File: config.mk
export PLATFORM = sky130hd
export DESIGN_NAME = huber_loss_and_gradient_core
export DESIGN_NICKNAME = d
export VERILOG_FILES = /design/src/rtl/core/hlg_pkg.sv /design/src/rtl/core/hlg_front.sv /design/src/rtl/core/hlg_queue.sv /design/src/rtl/core/hlg_back.sv /design/src/rtl/core/huber_loss_and_gradient_core.sv
export SDC_FILE = /design/constraint.sdc
export NUM_CORES = 2
export LEC_CHECK = 0
export BUFFER_PORTS_ARGS = -buffer_cell sky130_fd_sc_hd__clkbuf_2
export CAP_MARGIN = 25
export CORE_AREA = 2 2 324 326
export CTS_CLUSTER_DIAMETER = 100
export DETAILED_ROUTE_END_ITERATION = 16
export DIE_AREA = 0 0 326 328
export HOLD_SLACK_MARGIN = 0.02
export PLACE_DENSITY_LB_ADDON = 0.3
export SKIP_LAST_GASP = 1
export SYNTH_ARGS = -nofsm -noshare
export SYNTH_HDL_FRONTEND = slang
export SYNTH_SLANG_ARGS = --single-unit
File: constraint.sdc
create_clock -name clk -period 14.4 [get_ports clk]
set_clock_uncertainty 0.15 [all_clocks]
set_input_delay 3.6 -clock clk [delete_from_list [all_inputs] [get_ports clk]]
set_output_delay 3.6 -clock clk [all_outputs]
set_load 0.03 [all_outputs]
File: src/rtl/core/hlg_pkg.sv
// ----------------------------------------------------------------------------
// hlg_pkg
// Shared types and constants for the Huber loss and gradient core.
// ----------------------------------------------------------------------------
package hlg_pkg;

  // Fixed field widths
  localparam int DATA_W    = 16;   // Q8.8 samples and gradient
  localparam int DELTA_W   = 15;   // unsigned Q7.8 threshold
  localparam int SCALE_W   = 17;   // unsigned Q1.16 reduction factor
  localparam int ABS_W     = 16;   // |prediction - target|
  localparam int LOSS_W    = 50;   // Q.16 loss, also the sum width
  localparam int FRAC_SUM  = 17;   // fractional bits of the running sum
  localparam int ELEM_W    = 32;   // per-element loss product
  localparam int GMAG_W    = 32;   // gradient magnitude product
  localparam int IN_TDATA_W  = 32;
  localparam int OUT_TDATA_W = 72;
  localparam int CFG_IDX_W = 2;

  // Configuration register indexes
  localparam logic [CFG_IDX_W-1:0] CFG_DELTA = 2'd0;
  localparam logic [CFG_IDX_W-1:0] CFG_SCALE = 2'd1;

  // Reset values
  localparam logic [DELTA_W-1:0] DELTA_RST = 15'd256;
  localparam logic [SCALE_W-1:0] SCALE_RST = 17'd65536;

  localparam logic [LOSS_W-1:0] LOSS_MAX = {LOSS_W{1'b1}};

  // Classified item handed from front to back
  typedef struct packed {
    logic [DELTA_W-1:0] m;     // min(|diff|, delta)
    logic [ABS_W-1:0]   absd;  // |diff|
    logic               neg;   // diff < 0
    logic               last;  // end of batch
  } hlg_item_t;

endpackage

File: src/rtl/core/hlg_front.sv
// ----------------------------------------------------------------------------
// hlg_front
// Accepts input transactions, forms |diff| and its sign, and picks the
// quadratic or linear Huber branch by clamping |diff| to delta.
// ----------------------------------------------------------------------------
module hlg_front (
  input  logic                        clk,
  input  logic                        rst_n,
  input  logic                        in_tvalid,
  output logic                        in_tready,
  input  logic [hlg_pkg::DATA_W-1:0]  pred,
  input  logic [hlg_pkg::DATA_W-1:0]  tgt,
  input  logic                        last,
  input  logic [hlg_pkg::DELTA_W-1:0] delta,
  output logic                        push,
  input  logic                        q_full,
  output hlg_pkg::hlg_item_t          item
);
  import hlg_pkg::*;

  logic              valid_r, valid_nxt;
  hlg_item_t         item_r, item_nxt;
  logic signed [DATA_W:0] diff;
  logic [DATA_W:0]   diff_mag;
  logic [ABS_W-1:0]  absd;

  // Difference and magnitude (magnitude never exceeds 65535)
  always_comb begin
    diff     = DATA_W'(0) + ($signed({pred[DATA_W-1], pred}) -
                             $signed({tgt[DATA_W-1], tgt}));
    diff_mag = diff[DATA_W] ? (DATA_W+1)'(-diff) : diff;
    absd     = diff_mag[ABS_W-1:0];
  end

  // Branch select: m = |diff| in the quadratic branch, delta otherwise
  always_comb begin
    item_nxt.absd = absd;
    item_nxt.neg  = diff[DATA_W];
    item_nxt.last = last;
    if (absd <= {1'b0, delta}) begin
      item_nxt.m = absd[DELTA_W-1:0];
    end else begin
      item_nxt.m = delta;
    end
  end

  assign push      = valid_r && !q_full;
  assign in_tready = !valid_r || !q_full;
  assign item      = item_r;

  always_comb begin
    valid_nxt = valid_r;
    if (in_tready) begin
      valid_nxt = in_tvalid;
    end
  end

  always_ff @(posedge clk) begin
    if (!rst_n) begin
      valid_r <= 1'b0;
    end else begin
      valid_r <= valid_nxt;
    end
  end

  always_ff @(posedge clk) begin
    if (in_tready && in_tvalid) begin
      item_r <= item_nxt;
    end
  end

endmodule

File: src/rtl/core/hlg_queue.sv
// ----------------------------------------------------------------------------
// hlg_queue
// Short FIFO of classified items between the front and back halves.
// ----------------------------------------------------------------------------
module hlg_queue #(
  parameter int DEPTH = 4
) (
  input  logic               clk,
  input  logic               rst_n,
  input  logic               push,
  input  hlg_pkg::hlg_item_t push_item,
  output logic               full,
  input  logic               pop,
  output logic               empty,
  output hlg_pkg::hlg_item_t pop_item
);
  import hlg_pkg::*;

  localparam int PTR_W = (DEPTH > 1) ? $clog2(DEPTH) : 1;
  localparam int CNT_W = $clog2(DEPTH + 1);
  localparam logic [PTR_W-1:0] PTR_LAST = PTR_W'(DEPTH - 1);
  localparam logic [CNT_W-1:0] CNT_FULL = CNT_W'(DEPTH);

  hlg_item_t          mem_r [DEPTH];
  logic [PTR_W-1:0]   wr_ptr_r, wr_ptr_nxt;
  logic [PTR_W-1:0]   rd_ptr_r, rd_ptr_nxt;
  logic [CNT_W-1:0]   cnt_r, cnt_nxt;
  logic               do_push, do_pop;

  assign full     = (cnt_r == CNT_FULL);
  assign empty    = (cnt_r == '0);
  assign do_push  = push && !full;
  assign do_pop   = pop && !empty;
  assign pop_item = mem_r[rd_ptr_r];

  // Pointer and fill count update
  always_comb begin
    wr_ptr_nxt = wr_ptr_r;
    rd_ptr_nxt = rd_ptr_r;
    cnt_nxt    = cnt_r;
    if (do_push) begin
      wr_ptr_nxt = (wr_ptr_r == PTR_LAST) ? '0 : wr_ptr_r + 1'b1;
    end
    if (do_pop) begin
      rd_ptr_nxt = (rd_ptr_r == PTR_LAST) ? '0 : rd_ptr_r + 1'b1;
    end
    if (do_push && !do_pop) begin
      cnt_nxt = cnt_r + 1'b1;
    end else if (do_pop && !do_push) begin
      cnt_nxt = cnt_r - 1'b1;
    end
  end

  always_ff @(posedge clk) begin
    if (!rst_n) begin
      wr_ptr_r <= '0;
      rd_ptr_r <= '0;
      cnt_r    <= '0;
    end else begin
      wr_ptr_r <= wr_ptr_nxt;
      rd_ptr_r <= rd_ptr_nxt;
      cnt_r    <= cnt_nxt;
    end
  end

  // Storage
  always_ff @(posedge clk) begin
    if (do_push) begin
      mem_r[wr_ptr_r] <= push_item;
    end
  end

endmodule

File: src/rtl/core/hlg_back.sv
// ----------------------------------------------------------------------------
// hlg_back
// Four-stage back end: products, accumulate and gradient rounding, batch
// loss partial products, and final loss rounding into the output register.
// All stages advance together whenever the output register can move.
// ----------------------------------------------------------------------------
module hlg_back (
  input  logic                        clk,
  input  logic                        rst_n,
  input  logic [hlg_pkg::SCALE_W-1:0] scale,
  input  logic                        q_empty,
  output logic                        pop,
  input  hlg_pkg::hlg_item_t          item,
  output logic                        out_tvalid,
  input  logic                        out_tready,
  output logic [hlg_pkg::DATA_W-1:0]  grad,
  output logic [hlg_pkg::LOSS_W-1:0]  loss,
  output logic                        is_last
);
  import hlg_pkg::*;

  localparam int LOP_W = FRAC_SUM + SCALE_W;  // 34
  localparam int RND_W = GMAG_W + 1;

  logic en;

  // Stage 1: products
  logic              s1_valid_r;
  logic [ELEM_W-1:0] s1_elem_r, s1_elem_nxt;
  logic [GMAG_W-1:0] s1_gmag_r, s1_gmag_nxt;
  logic              s1_neg_r, s1_last_r;
  logic [ABS_W:0]    lin_term;

  // Stage 2: accumulate, gradient
  logic              s2_valid_r, s2_last_r;
  logic [DATA_W-1:0] s2_grad_r, s2_grad_nxt;
  logic [LOSS_W-1:0] s2_snap_r, sum_r, sum_nxt, sum_sat;
  logic [LOSS_W:0]   sum_add;
  logic [RND_W-1:0]  g_rnd;
  logic [SCALE_W-1:0] g_mag;

  // Stage 3: loss partial products
  logic              s3_valid_r, s3_last_r;
  logic [DATA_W-1:0] s3_grad_r;
  logic [LOSS_W-1:0] s3_hip_r, s3_hip_nxt;
  logic [LOP_W-1:0]  s3_lop_r, s3_lop_nxt;

  // Stage 4: output register
  logic              out_valid_r, out_last_r;
  logic [DATA_W-1:0] out_grad_r;
  logic [LOSS_W-1:0] out_loss_r, loss_nxt;
  logic [LOSS_W:0]   loss_add;
  logic [LOP_W:0]    lo_rnd;

  assign en  = !out_valid_r || out_tready;
  assign pop = en && !q_empty;

  // Element loss m*(2|d| - m) covers both branches; gradient |m|*scale
  always_comb begin
    lin_term    = {item.absd, 1'b0} - (ABS_W+1)'(item.m);
    s1_elem_nxt = ELEM_W'(item.m * lin_term);
    s1_gmag_nxt = GMAG_W'(item.m * scale);
  end

  // Saturating accumulate; the last item snapshots and clears the sum
  always_comb begin
    sum_add = {1'b0, sum_r} + (LOSS_W+1)'(s1_elem_r);
    sum_sat = sum_add[LOSS_W] ? LOSS_MAX : sum_add[LOSS_W-1:0];
    sum_nxt = s1_last_r ? '0 : sum_sat;
  end

  // Gradient: round to Q8.8 (ties away from zero), then saturate
  always_comb begin
    g_rnd = {1'b0, s1_gmag_r} + RND_W'(32'h8000);
    g_mag = g_rnd[RND_W-1 -: SCALE_W];
    if (!s1_neg_r) begin
      s2_grad_nxt = (g_mag > SCALE_W'(32'h7FFF)) ? DATA_W'(16'h7FFF) : g_mag[DATA_W-1:0];
    end else begin
      s2_grad_nxt = (g_mag > SCALE_W'(32'h8000)) ? DATA_W'(16'h8000)
                                                 : DATA_W'(-g_mag);
    end
  end

  // Loss partial products over the high and low parts of the sum
  always_comb begin
    s3_hip_nxt = LOSS_W'(s2_snap_r[LOSS_W-1:FRAC_SUM] * scale);
    s3_lop_nxt = LOP_W'(s2_snap_r[FRAC_SUM-1:0] * scale);
  end

  // Final loss: round the low part to Q.16 (ties up), add, saturate
  always_comb begin
    lo_rnd   = {1'b0, s3_lop_r} + (LOP_W+1)'(32'h10000);
    loss_add = {1'b0, s3_hip_r} + (LOSS_W+1)'(lo_rnd[LOP_W:FRAC_SUM]);
    if (!s3_last_r) begin
      loss_nxt = '0;
    end else if (loss_add[LOSS_W]) begin
      loss_nxt = LOSS_MAX;
    end else begin
      loss_nxt = loss_add[LOSS_W-1:0];
    end
  end

  // Control state
  always_ff @(posedge clk) begin
    if (!rst_n) begin
      s1_valid_r  <= 1'b0;
      s2_valid_r  <= 1'b0;
      s3_valid_r  <= 1'b0;
      out_valid_r <= 1'b0;
      sum_r       <= '0;
    end else if (en) begin
      s1_valid_r  <= !q_empty;
      s2_valid_r  <= s1_valid_r;
      s3_valid_r  <= s2_valid_r;
      out_valid_r <= s3_valid_r;
      if (s1_valid_r) begin
        sum_r <= sum_nxt;
      end
    end
  end

  // Payload
  always_ff @(posedge clk) begin
    if (en) begin
      s1_elem_r  <= s1_elem_nxt;
      s1_gmag_r  <= s1_gmag_nxt;
      s1_neg_r   <= item.neg;
      s1_last_r  <= item.last;
      s2_grad_r  <= s2_grad_nxt;
      s2_last_r  <= s1_last_r;
      s2_snap_r  <= sum_sat;
      s3_grad_r  <= s2_grad_r;
      s3_last_r  <= s2_last_r;
      s3_hip_r   <= s3_hip_nxt;
      s3_lop_r   <= s3_lop_nxt;
      out_grad_r <= s3_grad_r;
      out_last_r <= s3_last_r;
      out_loss_r <= loss_nxt;
    end
  end

  assign out_tvalid = out_valid_r;
  assign grad       = out_grad_r;
  assign loss       = out_loss_r;
  assign is_last    = out_last_r;

endmodule

File: src/rtl/core/huber_loss_and_gradient_core.sv
// Path: with no stall on either side, a result passes the front register,
// the queue and the four back-end stages before it is offered.
// Throughput: one item per cycle while neither side stalls; the loss sum is
// one saturating add that closes on itself in back-end stage two.
// Reset: synchronous, active low; clears the loss sum, the queue and all
// valid flags, and loads delta = 1.0 and scale = 1.0.
// ----------------------------------------------------------------------------
// huber_loss_and_gradient_core
// Streaming Huber (smooth L1) loss and gradient over Q8.8 pairs, with a
// batch loss on the transaction marked last.
// ----------------------------------------------------------------------------
module huber_loss_and_gradient_core #(
  parameter int FIFO_DEPTH = 4
) (
  input  logic                            clk,
  input  logic                            rst_n,
  // [15:0] prediction, [31:16] target
  input  logic                            in_tvalid,
  output logic                            in_tready,
  input  logic [hlg_pkg::IN_TDATA_W-1:0]  in_tdata,
  input  logic                            in_tlast,
  // [15:0] gradient, [65:16] loss, [71:66] zero
  output logic                            out_tvalid,
  input  logic                            out_tready,
  output logic [hlg_pkg::OUT_TDATA_W-1:0] out_tdata,
  output logic                            out_tlast,
  // configuration writes
  input  logic                            cfg_valid,
  output logic                            cfg_ready,
  input  logic [hlg_pkg::CFG_IDX_W-1:0]   cfg_index,
  input  logic [hlg_pkg::SCALE_W-1:0]     cfg_data
);
  import hlg_pkg::*;

  logic [DELTA_W-1:0] delta_r;
  logic [SCALE_W-1:0] scale_r;
  hlg_item_t          f_item, q_item;
  logic               f_push, q_full, q_empty, b_pop;
  logic [DATA_W-1:0]  b_grad;
  logic [LOSS_W-1:0]  b_loss;

  // Configuration registers; unknown indexes are ignored
  assign cfg_ready = 1'b1;

  always_ff @(posedge clk) begin
    if (!rst_n) begin
      delta_r <= DELTA_RST;
      scale_r <= SCALE_RST;
    end else if (cfg_valid) begin
      case (cfg_index)
        CFG_DELTA: delta_r <= cfg_data[DELTA_W-1:0];
        CFG_SCALE: scale_r <= cfg_data;
        default: ;
      endcase
    end
  end

  hlg_front u_front (
    .clk       (clk),
    .rst_n     (rst_n),
    .in_tvalid (in_tvalid),
    .in_tready (in_tready),
    .pred      (in_tdata[DATA_W-1:0]),
    .tgt       (in_tdata[2*DATA_W-1:DATA_W]),
    .last      (in_tlast),
    .delta     (delta_r),
    .push      (f_push),
    .q_full    (q_full),
    .item      (f_item)
  );

  hlg_queue #(
    .DEPTH (FIFO_DEPTH)
  ) u_queue (
    .clk       (clk),
    .rst_n     (rst_n),
    .push      (f_push),
    .push_item (f_item),
    .full      (q_full),
    .pop       (b_pop),
    .empty     (q_empty),
    .pop_item  (q_item)
  );

  hlg_back u_back (
    .clk        (clk),
    .rst_n      (rst_n),
    .scale      (scale_r),
    .q_empty    (q_empty),
    .pop        (b_pop),
    .item       (q_item),
    .out_tvalid (out_tvalid),
    .out_tready (out_tready),
    .grad       (b_grad),
    .loss       (b_loss),
    .is_last    (out_tlast)
  );

  assign out_tdata = {(OUT_TDATA_W - LOSS_W - DATA_W)'(0), b_loss, b_grad};

endmodule

==> flow_metrics.env <==
export IMPL_fin_ws_ns=2.70
export IMPL_setup_viol=0
export IMPL_ys_ff_latch=531
export IMPL_maxSlewHeadroom=0.260
export IMPL_io_pins=133
export IMPL_clk_path_buf_depth=3
export IMPL_fin_worst_hold_slack_ns=0.268
export IMPL_place_ws_ns=2.91
export IMPL_cts_sinks=531
export IMPL_clock_tree_root_cell="clkbuf_16"
export IMPL_ys_warn_count=0
export IMPL_hold_path_class="flop to flop"
export IMPL_clk_latency_ns=0.68
export IMPL_crit_top_cell="inv_1"
export IMPL_route_detailed_drc=0
export IMPL_path_clk_slew_ns=0.06
export IMPL_final_min_clock_period_ns=11.70
export IMPL_num_rows=118
export IMPL_avgSynthCellArea_sq_um=9.78
export IMPL_cts_tree="done"
export IMPL_drv_slew=0
export IMPL_place_gp_congestion=0.929
export IMPL_start_kind="flop"
export IMPL_grt_max_degree=125
export IMPL_grt_overflow=0
export IMPL_ctsHtreeMaxLevel=2
export IMPL_crit_type="flop to flop"
export IMPL_synthCells=6838
export IMPL_maxCapViolCount=0
export IMPL_track_usage=0.310
export IMPL_port_buffers=125
export IMPL_wl_per_cell_um=19.6
export IMPL_hpwlAfterDp_mm=122
export IMPL_postCtsSetupBuffers=0
export IMPL_cp_required_ns=14.68
export IMPL_fin_area_sq_um=70600
export IMPL_critPathCaptureType="flop"
export IMPL_netlist_area_leader_share=0.322
export IMPL_critPathMaxStageDelay_ns=0.89
export IMPL_tns_ns=0
export IMPL_cts_hold_buf=0
export IMPL_first_global_vias=50420
export IMPL_grt_pass1_wl_mm=264
export IMPL_min_period_over_period=0.813
export IMPL_synth_area_leader_cell="fa_1"
export IMPL_cts_resized=0
export IMPL_vias=47913
export IMPL_numCtsBuffers=57
export IMPL_die_y_um=328
export IMPL_synth_main_ff_cell="edfxtp_1"
export IMPL_start_util=0.648
export IMPL_synth_edff_count=435
export IMPL_yosysUniqueCellTypes=101
export IMPL_cp_slowest_cell="dfxtp_2"
export IMPL_tightest_slew_ns=1.10
export IMPL_synth_area_sq_um=66900
export IMPL_status="finished, final reports clean"
export IMPL_antenna_found_initial=0
export IMPL_fp_dieW_um=326
export IMPL_place_area_sq_um=68600
export IMPL_ys_top_cells_by_area="fa_1, edfxtp_1, ha_1"
export IMPL_vias_per_cell=5.83
export IMPL_firstDrtPassIters=5
export IMPL_clock_fmax_mhz=85.4
export IMPL_rsz0062_at_grt="false"
export IMPL_routed_wirelength_mm=161
export IMPL_nets=8448
export IMPL_insertedDiodeCount=0
export IMPL_cp_arrival_ns=11.98
export IMPL_critPathMaxFanout=27
export IMPL_die_area_sq_um=107000
export IMPL_drive_above_1_share=0.0600
export IMPL_final_antenna_net_count=0
export IMPL_core_region_area_sq_um=103000
export IMPL_async_flop_share=0
export IMPL_yosysSeqAreaShare=0.224
export IMPL_drt_iter0_drc=3518
export IMPL_yosysMostFrequentCell="inv_1"
export IMPL_areaGrowthSynthToFinish_pct=5.51
export IMPL_finalHoldViolations=0
export IMPL_ys_top_cells_by_count="inv_1, fa_1, nand2_1, ha_1, edfxtp_1"
## layout by cell type, fill, tap and decap left out, types with 12 or more instances in the layout
cell type | synthesis | layout
buf_4 | 8 | 66
nor2b_1 | 57 | 57
o21a_1 | 39 | 39
dfxtp_2 | 0 | 18
mux2_2 | 17 | 17
a21boi_0 | 42 | 42
clkbuf_1 | 280 | 12
a211oi_1 | 16 | 16
a31o_2 | 13 | 13
and3_1 | 42 | 42
or3_1 | 12 | 12
ha_1 | 526 | 526
nand2_1 | 1068 | 1068
fa_1 | 1076 | 1076
a22oi_1 | 22 | 22
a31oi_1 | 35 | 34
and2_1 | 390 | 390
o21bai_1 | 26 | 26
nor2_1 | 310 | 310
nand3_1 | 66 | 66
a311oi_1 | 12 | 12
nand4_1 | 38 | 38
xor2_1 | 99 | 99
inv_1 | 1211 | 1210
dfxtp_1 | 96 | 77
clkbuf_16 | 0 | 60
a21o_1 | 99 | 99
o211ai_1 | 12 | 12
mux2i_1 | 18 | 18
xnor2_1 | 164 | 164
o21ai_0 | 98 | 98
nand2b_1 | 29 | 29
a21oi_1 | 214 | 214
mux4_2 | 21 | 21
nor3_1 | 48 | 47
clkbuf_2 | 0 | 125
edfxtp_1 | 435 | 435
## area by class of cell
type                            instances  area, sq um
Clock buffer                           76         1600
Clock inverter                         27          288
Fill cell                            7821        32600
Inverter                             1217         4580
Multi-Input combinational cell       4788        46200
Sequential cell                       531        15000
Tap cell                             1380         1730
Timing Repair Buffer                  194         1180
## stage by stage
step                 util  instances
finish              0.684       8213
global route        0.684       8213
CTS                 0.683       8209
detailed placement  0.665       8106
global placement    0.665       8106
floorplan               -       6843
## worst max-delay path, delay by kind of cell (launching register included)
family / cells / cell delay, ns
multiplexers: 2 / 0.50
AO/OA/AOI/OAI: 15 / 3.80
flip-flops: 1 / 0.89
AND/OR/NAND/NOR: 4 / 0.88
adder cells (fa/ha/maj): 8 / 3.61
buffers and inverters: 7 / 0.88
XOR/XNOR: 1 / 0.70
## final timing paths
kind                       startpoint                   end  slack [ns]  cells past startpoint
hold reg to reg   u_back.s3_grad_r[1]        u_back.grad[1]        0.27                      0
hold / removal    u_back.s3_grad_r[1]        u_back.grad[1]        0.27                      0
setup / recovery                 flop  u_back.s1_elem_r[30]        2.70                     37
setup reg to reg                 flop  u_back.s1_elem_r[30]        2.70                     37
## sequential cells by signal, summed over array words and instances, names as in the netlist, 2 cells and up, named ones only
register          cells
u_queue.rd_ptr_r      2
u_back.sum_r         50
u_queue.mem_r       132
u_back.loss          50
u_back.s3_lop_r      18
u_queue.cnt_r         3
delta_r              15
scale_r              17
u_front.item         33
u_back.s2_snap_r     50
u_back.s1_gmag_r     17
u_queue.wr_ptr_r      2
u_back.s3_grad_r     16
u_back.s1_elem_r     32
u_back.s2_grad_r     16
u_back.s3_hip_r      50
u_back.grad          16
## logic make-up after synthesis
| kind of cell | synth area share |
|---|---|
| AO/OA/AOI/OAI | 0.0718 |
| XOR/XNOR | 0.0354 |
| adder cells (fa/ha/maj) | 0.421 |
| buffers and inverters | 0.0864 |
| flip-flops | 0.224 |
| multiplexers | 0.0149 |
| other | 0.000112 |
| AND/OR/NAND/NOR | 0.147 |
## metal layers
metal	GRT usage	up-vias	wire length, um
met3	0.0456	343	11700
met4	0.122	0	6920
met5	0	-	0
met1	0.408	24264	64300
li1	-	21421	-
met2	0.523	1885	78100
Power is not shown: default switching activity piles up to over one toggle a cycle in this logic, so the estimate is an artifact.
